File: src/rtl/mmul_ram.sv
// mmul_ram: generic single write port, single read port ram with registered read
// no dependencies
module mmul_ram #(
   parameter int WIDTH = 32,
   parameter int DEPTH = 64
) (
   input  logic                     clock,
   input  logic                     wr_en,
   input  logic [$clog2(DEPTH)-1:0] wr_addr,
   input  logic [WIDTH-1:0]         wr_data,
   input  logic [$clog2(DEPTH)-1:0] rd_addr,
   output logic [WIDTH-1:0]         rd_data
);

   logic [WIDTH-1:0] mem_ff [DEPTH];
   logic [WIDTH-1:0] rd_data_ff;

   always_ff @(posedge clock) begin
      if (wr_en) begin
         mem_ff[wr_addr] <= wr_data;
      end
      rd_data_ff <= mem_ff[rd_addr];
   end

   assign rd_data = rd_data_ff;

endmodule

File: config.mk
export PLATFORM = sky130hd
export DESIGN_NAME = mmul_ram
export DESIGN_NICKNAME = d
export VERILOG_FILES = /design/src/rtl/mmul_ram.sv
export SDC_FILE = /design/constraint.sdc
export NUM_CORES = 2
export LEC_CHECK = 0
export CAP_MARGIN = 10
export CORE_ASPECT_RATIO = 0.6
export CORE_MARGIN = 10
export CORE_UTILIZATION = 38
export CTS_CLUSTER_SIZE = 25
export DETAILED_ROUTE_END_ITERATION = 7
export DONT_BUFFER_PORTS = 1
export PLACE_DENSITY_LB_ADDON = 0.12
export REMOVE_ABC_BUFFERS = 1
export SYNTH_ARGS = -nofsm -noshare
export SYNTH_HDL_FRONTEND = slang
export SYNTH_SLANG_ARGS = --single-unit
File: constraint.sdc
create_clock -name clock -period 5.4 [get_ports clock]
set_input_delay 1.08 -clock clock [delete_from_list [all_inputs] [get_ports clock]]
set_output_delay 1.08 -clock clock [all_outputs]
set_load 0.02 [all_outputs]
==> results.tsv <==
metric	value	unit
status	finished, violations left	
failing checks	slew limit	
core area	206000	sq um
grt met3 use	5.97	%
Fin. Hold Viols	0	
fin cells	6388	
Clock Path Buffers	4	
Post-CTS Resized	0	
number of post-CTS setup repair buffers	0	
R2R depth	5	
met1 usage	31.5	%
Worst R2R End	rd_data[18]	
Placer Congestion	0.781	
slew of the pin with the lowest slew margin	1.95	ns
final setup fails	0	
vias in the first global route	37400	
remaining antenna violation count	0	
Root Driver	clkbuf_16	
CTS Hold Bufs	0	
Initial Utilization	38.2	%
Avg Cell Area, Syn	23.6	sq um
R2R Setup Slk	3.06	ns
Num Clock Sinks	2080	
die width	607	um
Residual DRC	0	
MaxCap Viol Count	0	
FF+latch count, synth	2080	
Yosys top cell area share	78.3	%
GRT overflow	0	
CTS tree	built	
Worst setup SP type	primary input	
final WL	234	mm
Final period util	68.8	%
Power Dens Cells	371	nW/um^2
Iteration-0 DRC Markers	5228	
commonest non-fill, non-tap cells in the layout	edfxtp_1, mux4_2, clkbuf_16	
Ys Warns	0	
GR Util met2	29.1	%
Global Route Usage Sum	20.5	%
via count	37200	
ranking of synthesized cells by area	edfxtp_1, mux4_2, mux2i_1, dfxtp_1, o22ai_1	
pre-CTS WS	1.08	ns
total CTS buffers	199	
Worst Hold Launch	wr_data[31]	
largest net degree at the start of global routing	387	
total die area	226000	sq um
Unique masters post-synth	34	
Die H	372	um
placed cells	6029	
first-pass GRT wire length	319	mm
Crit Path Category	in -> reg	
Seq/Total Area, Yosys	79.1	%
IO Port Bufs	0	
worst setup margin	1.69	ns
Critical Path End Type	flop	
Max transition margin	-29.8	%
critical path peak fanout	258	
VDD IR-drop max	257	uV
vias per cell	5.83	
Clk pin slew, worst setup/hold paths	0.07	ns
Final Net Count	3525	
gr busiest metal	met1	
DP HPWL	133	mm
leakage	0.0272	uW
# rows	129	
Setup Skew	0.0347	ns
synthesis-to-finish area growth	13.3	%
Reg-to-Reg Start	mem_ff[44][18]	
WP data arrival	4.46	ns
Hold Path Stages	0	
first drt pass iteration count	5	
worst hold-check path type	in -> reg	
synthesized area	78500	sq um
Final Max Slew Viols	125	
Synth Instances	3324	
CP required	6.15	ns
RSZ-0062 raised after global routing	false	
Worst Hold End	mem_ff[54][31]	
Clock Latency Late Sink	0.85	ns
Wirelength per Cell	36.6	um
FMAX	0.269	GHz
Util after Layout	43.2	%
TNS Setup	0	ns
initial antenna violation count	23	
commonest non-fill, non-tap cell in the layout	edfxtp_1	
H-tree depth	4	
crit path time final	3.71	ns
share of layout cells above drive strength 1	28.0	%
largest area contributor in the netlist	edfxtp_1	
I/O pin total	78	
[synthesized netlist by cell type, drive strengths merged]
cell    instances
nand2b          8
nor2          137
a31oi           1
o221ai         27
buf           108
clkbuf         74
nand4           2
nor2b          15
o22ai          84
nand4b          1
a311oi          8
o32ai           4
nand2          26
or2             3
a41o            4
nor3            7
or3             3
a21oi          62
and2            2
nand3b          5
edfxtp       2048
and3            4
or3b            5
dfxtp          32
mux4          544
nand3           5
a22oi          12
mux2i          93
[worst max-delay path, cell delays in order]
cell and delay, ns:
nand2b_1 0.88, buf_4 0.36, o22ai_1 0.20, nor3_1 0.95, a31oi_1 0.28, nor2_1 0.22
[sequential cells by signal, indices dropped and copies added, names as in the netlist]
signal / flops
rd_data: 32
mem_ff: 2048
[where the power goes]
| group | internal (uW) | switching, uW |
|---|---|---|
| Clock | 7710 | 5940 |
| Combinational | 585 | 724 |
| Sequential | 17900 | 174 |
| Total | 26200 | 6840 |
[logic make-up after synthesis]
group	count (synthesis)	synth area share, %
flops	2080	79.1
mux	637	16.8
simple gates	223	1.27
compound gates	202	1.67
buf+inv	182	1.13
[routing by layer]
metal  vias to the layer above  share of wire, %  routed length, um
met3                       278                10              24100
met4                         6               1.9               4410
met2                      1702                43              99600
met1                     20700                45             105000
met5                         -             0.015                 35
li1                      14600                 -                  -
[worst max path at each step]
stage | startpoint | end | depth (start not counted)
CTS | rd_addr[0] | rd_data[8] | 7
global placement | rd_addr[0] | rd_data[16] | 6
detailed placement | rd_addr[0] | rd_data[8] | 7
global route | rd_addr[0] | rd_data[17] | 7
finish | rd_addr[2] | rd_data[18] | 6
floorplan | wr_en | mem_ff[48][0] | 3
[cell type report]
type	count	area (sq um)
Antenna cell	8	20.0
Clock buffer	259	5350
Timing Repair Buffer	136	1180
Tap cell	2751	3440
Sequential cell	2080	62100
Multi-Input combinational cell	1062	16000
Clock inverter	92	833
Fill cell	17400	117000
[stage by stage]
stage / hold slack [ns] / power (uW) / instance area [sq um]
after floorplan: 0.663 / 19000 / 77600
after global placement: 0.782 / 19700 / 82700
after detailed placement: 0.778 / 19700 / 82700
after CTS: 0.282 / 33200 / 88900
after global routing: 0.288 / 34000 / 88900
final: 0.327 / 33000 / 89000
Note: power is estimated with default switching activity, not from simulation.
