===== config.mk =====
export PLATFORM = sky130hd
export DESIGN_NAME = mmul_cell
export DESIGN_NICKNAME = d
export VERILOG_FILES = /design/src/rtl/mmul_pkg.sv /design/src/rtl/mmul_cell.sv
export SDC_FILE = /design/constraint.sdc
export NUM_CORES = 1
export LEC_CHECK = 0
export BUFFER_PORTS_ARGS = -buffer_cell sky130_fd_sc_hd__buf_2
export CORE_ASPECT_RATIO = 0.6
export CORE_UTILIZATION = 50
export DETAILED_ROUTE_END_ITERATION = 10
export GPL_TIMING_DRIVEN = 0
export MAX_ROUTING_LAYER = met4
export PLACE_DENSITY = 0.85
export SYNTH_ARGS = -nofsm -noshare
export SYNTH_HDL_FRONTEND = slang
export SYNTH_SLANG_ARGS = --single-unit

===== constraint.sdc =====
create_clock -name clock -period 3.4 [get_ports clock]
set_input_delay 0.17 -clock clock [delete_from_list [all_inputs] [get_ports clock]]
set_output_delay 0.17 -clock clock [all_outputs]
set_load 0.03 [all_outputs]

===== src/rtl/mmul_pkg.sv =====
// mmul_pkg: types, constants and helper functions for the matrix multiply engine
// no dependencies; imported by the core, mmul_seq, mmul_cell and the testbench
package mmul_pkg;

   localparam int MAX_DIM   = 8;
   localparam int FRAC_BITS = 16;

   localparam int VAL_W   = 32;
   localparam int IDX_W   = $clog2(MAX_DIM);
   localparam int DIM_W   = $clog2(MAX_DIM + 1);
   localparam int ADDR_W  = $clog2(MAX_DIM * MAX_DIM);
   localparam int DEPTH   = MAX_DIM * MAX_DIM;
   localparam int PROD_W  = 2 * VAL_W;
   localparam int SUM_W   = PROD_W - FRAC_BITS + $clog2(MAX_DIM) + 1;
   localparam int REG_W   = 4;
   localparam int CSR_W   = 2;
   localparam int Q_DEPTH = 2 * MAX_DIM;
   localparam int Q_AW    = $clog2(Q_DEPTH);

   typedef enum logic [1:0] {
      KIND_LEFT  = 2'd0,
      KIND_RIGHT = 2'd1,
      KIND_PROD  = 2'd2,
      KIND_NONE  = 2'd3
   } kind_type;

   typedef enum logic [CSR_W-1:0] {
      CSR_LEFT_ROWS     = 2'd0,
      CSR_INNER_SIZE    = 2'd1,
      CSR_RIGHT_COLUMNS = 2'd2,
      CSR_UNUSED        = 2'd3
   } csr_type;

   // one product element walking the cell chain
   typedef struct packed {
      logic                    valid;
      logic                    last;
      logic [IDX_W-1:0]        row;
      logic [IDX_W-1:0]        col;
      logic [DIM_W-1:0]        nterm;
      logic signed [SUM_W-1:0] sum;
   } token_type;

   // one read pair issued by the sequencer
   typedef struct packed {
      logic              valid;
      logic              first;
      logic              last;
      logic [IDX_W-1:0]  row;
      logic [IDX_W-1:0]  col;
      logic [DIM_W-1:0]  nterm;
      logic [ADDR_W-1:0] left_addr;
      logic [ADDR_W-1:0] right_addr;
   } issue_type;

   function automatic logic [DIM_W-1:0] dim_of(input logic [REG_W-1:0] value);
      logic [DIM_W-1:0] d;
      if (value == '0) begin
         d = DIM_W'(1);
      end else if (32'(value) > MAX_DIM) begin
         d = DIM_W'(MAX_DIM);
      end else begin
         d = DIM_W'(value);
      end
      return d;
   endfunction

   function automatic logic [ADDR_W-1:0] addr_of(input logic [IDX_W-1:0] row,
                                                 input logic [IDX_W-1:0] col);
      return ADDR_W'(ADDR_W'(row) * ADDR_W'(MAX_DIM) + ADDR_W'(col));
   endfunction

endpackage


===== src/rtl/mmul_cell.sv =====
// mmul_cell: one link of the accumulate chain, adds the inner term of its own index
// depends on mmul_pkg
module mmul_cell import mmul_pkg::*; (
   input  logic                    clock,
   input  logic                    reset,
   input  logic [IDX_W-1:0]        cell_index,
   input  logic signed [SUM_W-1:0] term,
   input  token_type               tok_in,
   output token_type               tok_out
);

   token_type tok_ff, tok_in_nx;

   always_comb begin
      tok_in_nx = tok_in;
      // the broadcast term belongs to this token only while its index is in range
      if (DIM_W'(cell_index) < tok_in.nterm) begin
         tok_in_nx.sum = tok_in.sum + term;
      end
   end

   always_ff @(posedge clock) begin
      if (reset) begin
         tok_ff.valid <= 1'b0;
      end else begin
         tok_ff.valid <= tok_in_nx.valid;
      end
      tok_ff.last  <= tok_in_nx.last;
      tok_ff.row   <= tok_in_nx.row;
      tok_ff.col   <= tok_in_nx.col;
      tok_ff.nterm <= tok_in_nx.nterm;
      tok_ff.sum   <= tok_in_nx.sum;
   end

   assign tok_out = tok_ff;

endmodule


==> impl_metrics.prom <==
# TYPE chip_impl_metric gauge
chip_impl_metric{name="switching_power_of_the_nets",unit="W"} 0.00123
chip_impl_metric{name="synth_edf_count",unit=""} 0
chip_impl_metric{name="netlist_area",unit="um^2"} 4650
chip_impl_info{name="synth.top_cells.by_area",value="sky130_fd_sc_hd__dfxtp_1 (28%), sky130_fd_sc_hd__ha_1 (14%), sky130_fd_sc_hd__o21ai_0 (7.0%)"} 1
chip_impl_metric{name="tightestPinTransition",unit="ns"} 0.671
chip_impl_metric{name="max_cap_violations",unit=""} 0
chip_impl_metric{name="totalNegativeSetupSlack",unit="ns"} 0
chip_impl_metric{name="drt_iter0_drc",unit=""} 434
chip_impl_info{name="top_count_cell_post_synth",value="sky130_fd_sc_hd__nand2_1"} 1
chip_impl_info{name="unrepaired_setup_endpoints_after_global_routing",value="false"} 1
chip_impl_info{name="setup.worst_path.class",value="input port to flop"} 1
chip_impl_metric{name="layout.nets",unit=""} 966
chip_impl_metric{name="worst_slew_margin_rel",unit="%"} 54.5
chip_impl_metric{name="num_antenna_cells",unit=""} 0
chip_impl_metric{name="post_synth_inst_count",unit=""} 584
chip_impl_metric{name="routability_cong",unit=""} 0.949
chip_impl_metric{name="largest_register_ff_count",unit=""} 64
chip_impl_metric{name="yosys_register_bits",unit=""} 64
chip_impl_metric{name="postSynth.asyncResetShare",unit="%"} 0
chip_impl_metric{name="drt_first_pass_iters",unit=""} 5
chip_impl_metric{name="cts.htree.levels",unit=""} 3
chip_impl_metric{name="synth_area_per_cell",unit="um^2"} 7.96
chip_impl_metric{name="avgRoutedWirePerCell",unit="um"} 16.4
chip_impl_metric{name="ant_nets",unit=""} 0
chip_impl_metric{name="floorplan.rows",unit=""} 26
chip_impl_info{name="outcome",value="completed"} 1
chip_impl_info{name="worstSetupEndpoint",value="tok_out[37]$_DFF_P_"} 1
chip_impl_metric{name="clkTransAtPathRegs",unit="ns"} 0.06
chip_impl_metric{name="buffer_ports.inserted",unit=""} 184
chip_impl_metric{name="dpl.hpwl",unit="mm"} 11.7
chip_impl_metric{name="worstPathMaxFanout",unit=""} 7
chip_impl_metric{name="utilization",unit="%"} 70.1
chip_impl_metric{name="top_level_ports",unit=""} 185
chip_impl_metric{name="p_leak",unit="nW"} 2.95
chip_impl_info{name="cts_tree",value="done"} 1
chip_impl_metric{name="power.share.clock",unit="%"} 30.1
chip_impl_metric{name="core_area",unit="um^2"} 8750
chip_impl_metric{name="grt_pass1_vias",unit=""} 4752
chip_impl_metric{name="internal_power",unit="W"} 0.00193
chip_impl_metric{name="drc_errors",unit=""} 0
chip_impl_metric{name="count_of_distinct_cell_types_in_the_synthesized_netlist",unit=""} 52
chip_impl_metric{name="fraction_of_final_layout_cells_with_drive_strength_greater_than_1",unit="%"} 26.6
chip_impl_info{name="setup.worst_path.end_class",value="flop"} 1
chip_impl_metric{name="cts_resized",unit=""} 0
chip_impl_info{name="yosys.area.top_type",value="sky130_fd_sc_hd__dfxtp_1"} 1
chip_impl_metric{name="tritoncts_num_sinks",unit=""} 64
chip_impl_metric{name="grt.overflow.total",unit=""} 0
chip_impl_metric{name="max_freq",unit="MHz"} 318
chip_impl_metric{name="detail_route.vias_per_cell",unit=""} 5.68
chip_impl_metric{name="cts_setup_buffers",unit=""} 0
chip_impl_metric{name="start_util",unit="%"} 53.1
chip_impl_metric{name="fin_crit_sh",unit="%"} 92.4
chip_impl_metric{name="area_growth",unit="%"} 32.0
chip_impl_metric{name="grt_pass1_wl",unit="mm"} 23.2
chip_impl_metric{name="synth_warn",unit=""} 0
chip_impl_metric{name="numCtsBuffers",unit=""} 9
chip_impl_metric{name="ir_worst_vdd",unit="V"} 0.000313
chip_impl_metric{name="finalHoldViolCount",unit=""} 0
chip_impl_metric{name="num_vias",unit=""} 5160
chip_impl_metric{name="power.switching_fraction",unit="%"} 38.8
chip_impl_metric{name="maximum_root_to_sink_buffer_count",unit=""} 2
chip_impl_metric{name="placed_area",unit="um^2"} 5710
chip_impl_metric{name="antenna_violations_before_repair",unit=""} 0
chip_impl_info{name="clock_tree.root_cell",value="sky130_fd_sc_hd__clkbuf_16"} 1
chip_impl_info{name="synth_flop_cell",value="sky130_fd_sc_hd__dfxtp_1"} 1
chip_impl_metric{name="seq_area_frac_synth",unit="%"} 27.6
chip_impl_metric{name="die_width",unit="um"} 126
chip_impl_metric{name="total_wirelength",unit="mm"} 14.9
chip_impl_metric{name="power_frac_seq",unit="%"} 29.5
chip_impl_info{name="crit_start",value="tok_in[16]"} 1
chip_impl_metric{name="fraction_of_synthesized_cell_area_taken_by_the_top_area_cell_type",unit="%"} 27.6
chip_impl_info{name="holdCritPathClass",value="input port to flop"} 1
chip_impl_metric{name="critPathArrivalTime",unit="ns"} 3.34
chip_impl_metric{name="worstPathRequired",unit="ns"} 3.60
chip_impl_metric{name="combinational_power_share",unit="%"} 40.4
chip_impl_metric{name="syn_nets",unit=""} 759
chip_impl_metric{name="pin_count_of_the_biggest_net_entering_global_routing",unit=""} 13
chip_impl_metric{name="track_usage",unit="%"} 31.5
chip_impl_metric{name="die_area",unit="um^2"} 9700
chip_impl_info{name="worst_hold_startpoint",value="tok_in[51]"} 1
chip_impl_info{name="synth.top_cells.by_count",value="sky130_fd_sc_hd__nand2_1 (81), sky130_fd_sc_hd__o21ai_0 (65), sky130_fd_sc_hd__dfxtp_1 (64)"} 1
chip_impl_metric{name="post-route-min-period",unit="ns"} 3.14
chip_impl_metric{name="postLayoutCellArea",unit="um^2"} 6140
chip_impl_info{name="cp-start-kind",value="input port"} 1
chip_impl_metric{name="setup_viol",unit=""} 0
chip_impl_metric{name="power_density_over_the_cells",unit="nW/um^2"} 515
chip_impl_metric{name="die_h",unit="um"} 76.7
chip_impl_metric{name="finalMaxSlewViolations",unit=""} 0
[worst min-delay path by stage]
| stage | endpoint | depth (start not counted) |
|---|---|---|
| 2_1_floorplan | tok_out[52]$_DFF_P_ | 0 |
| 3_3_place_gp | tok_out[57]$_DFF_P_ | 1 |
| 3_5_place_dp | tok_out[57]$_DFF_P_ | 1 |
| 4_1_cts | tok_out[51]$_DFF_P_ | 2 |
| 5_1_grt | tok_out[51]$_DFF_P_ | 2 |
| 6_report | tok_out[51]$_DFF_P_ | 2 |
[per-layer routing]
metal / global-route usage, % / up-vias / wire length, um
met1: 41.2 / 2331 / 6700
met3: 8.09 / 27 / 1490
met2: 47.6 / 281 / 6410
li1: - / 2521 / -
met4: 9.64 / 0 / 261
met5: - / - / 0
[final cells by class]
cell class / instances / area, um^2
Clock inverter: 6 / 67.6
Timing Repair Buffer: 196 / 1040
Fill cell: 739 / 2610
Clock buffer: 10 / 239
Inverter: 12 / 45.0
Sequential cell: 64 / 1280
Tap cell: 112 / 140
Multi-Input combinational cell: 480 / 3220
Buffer: 28 / 106
[metrics by stage]
step | hold slack, ns | power (W) | std cells | setup slack (ns)
after floorplan | 0.198 | 0.00181 | 584 | 0.673
after global placement | 0.273 | 0.00216 | 880 | 0.134
after detailed placement | 0.274 | 0.00219 | 880 | 0.0751
after CTS | 0.0371 | 0.00316 | 908 | 0.422
after global routing | 0.0326 | 0.00332 | 908 | 0.155
final | 0.0477 | 0.00316 | 908 | 0.259
[cells in the final DEF, fill, tap and decap left out, drive strengths merged, types with 2 or more instances in the layout]
cell	instances
a211o	2
a211oi	5
a21o	31
a21oi	54
a221oi	2
a311oi	2
a31oi	8
and2	4
and3	5
and4	3
buf	185
clkbuf	37
clkinv	2
clkinvlp	2
dfxtp	64
dlygate4sd3	12
ha	53
inv	13
mux2	2
nand2	81
nand2b	6
nand3	8
nand4	14
nor2	20
nor2b	10
nor3	5
o2111ai	2
o21a	5
o21ai	84
o21bai	7
o31a	2
o31ai	2
xnor2	26
xor2	22
[what timing repair did]
action	4_1_cts	5_1_grt
hold endpoints to repair	12	0
hold buffers	12	0
endpoints found under the setup margin	0	0
[kinds of logic after synthesis]
group	share of synthesized area, %
compound gates	28.7
simple gates	16.1
flops	27.6
fa+ha+maj	14.7
xor+xnor	9.04
buf+inv	3.26
mux	0.700
[critical path: stages]
cell and delay (ns):
sky130_fd_sc_hd__buf_2 0.11, sky130_fd_sc_hd__ha_1 0.27, sky130_fd_sc_hd__buf_2 0.18, sky130_fd_sc_hd__inv_1 0.07, sky130_fd_sc_hd__nor2_1 0.38, sky130_fd_sc_hd__nand2_1 0.10
sky130_fd_sc_hd__o311ai_1 0.58, sky130_fd_sc_hd__a31o_2 0.36, sky130_fd_sc_hd__a211o_1 0.21, sky130_fd_sc_hd__a21oi_1 0.13, sky130_fd_sc_hd__o41ai_1 0.50, sky130_fd_sc_hd__xnor2_1 0.19
sky130_fd_sc_hd__o21ai_1 0.08
[power groups by stage]
stage / Clock, W / Sequential [W] / Combinational [W]
after global placement: 0 / 0.000945 / 0.00121
after CTS: 0.000972 / 0.000933 / 0.00126
after detailed placement: 0 / 0.000947 / 0.00124
after floorplan: 0 / 0.00126 / 0.000553
final: 0.000952 / 0.000932 / 0.00127
after global routing: 0.00100 / 0.000946 / 0.00137
No activity file was read; power rests on OpenSTA's default activity.
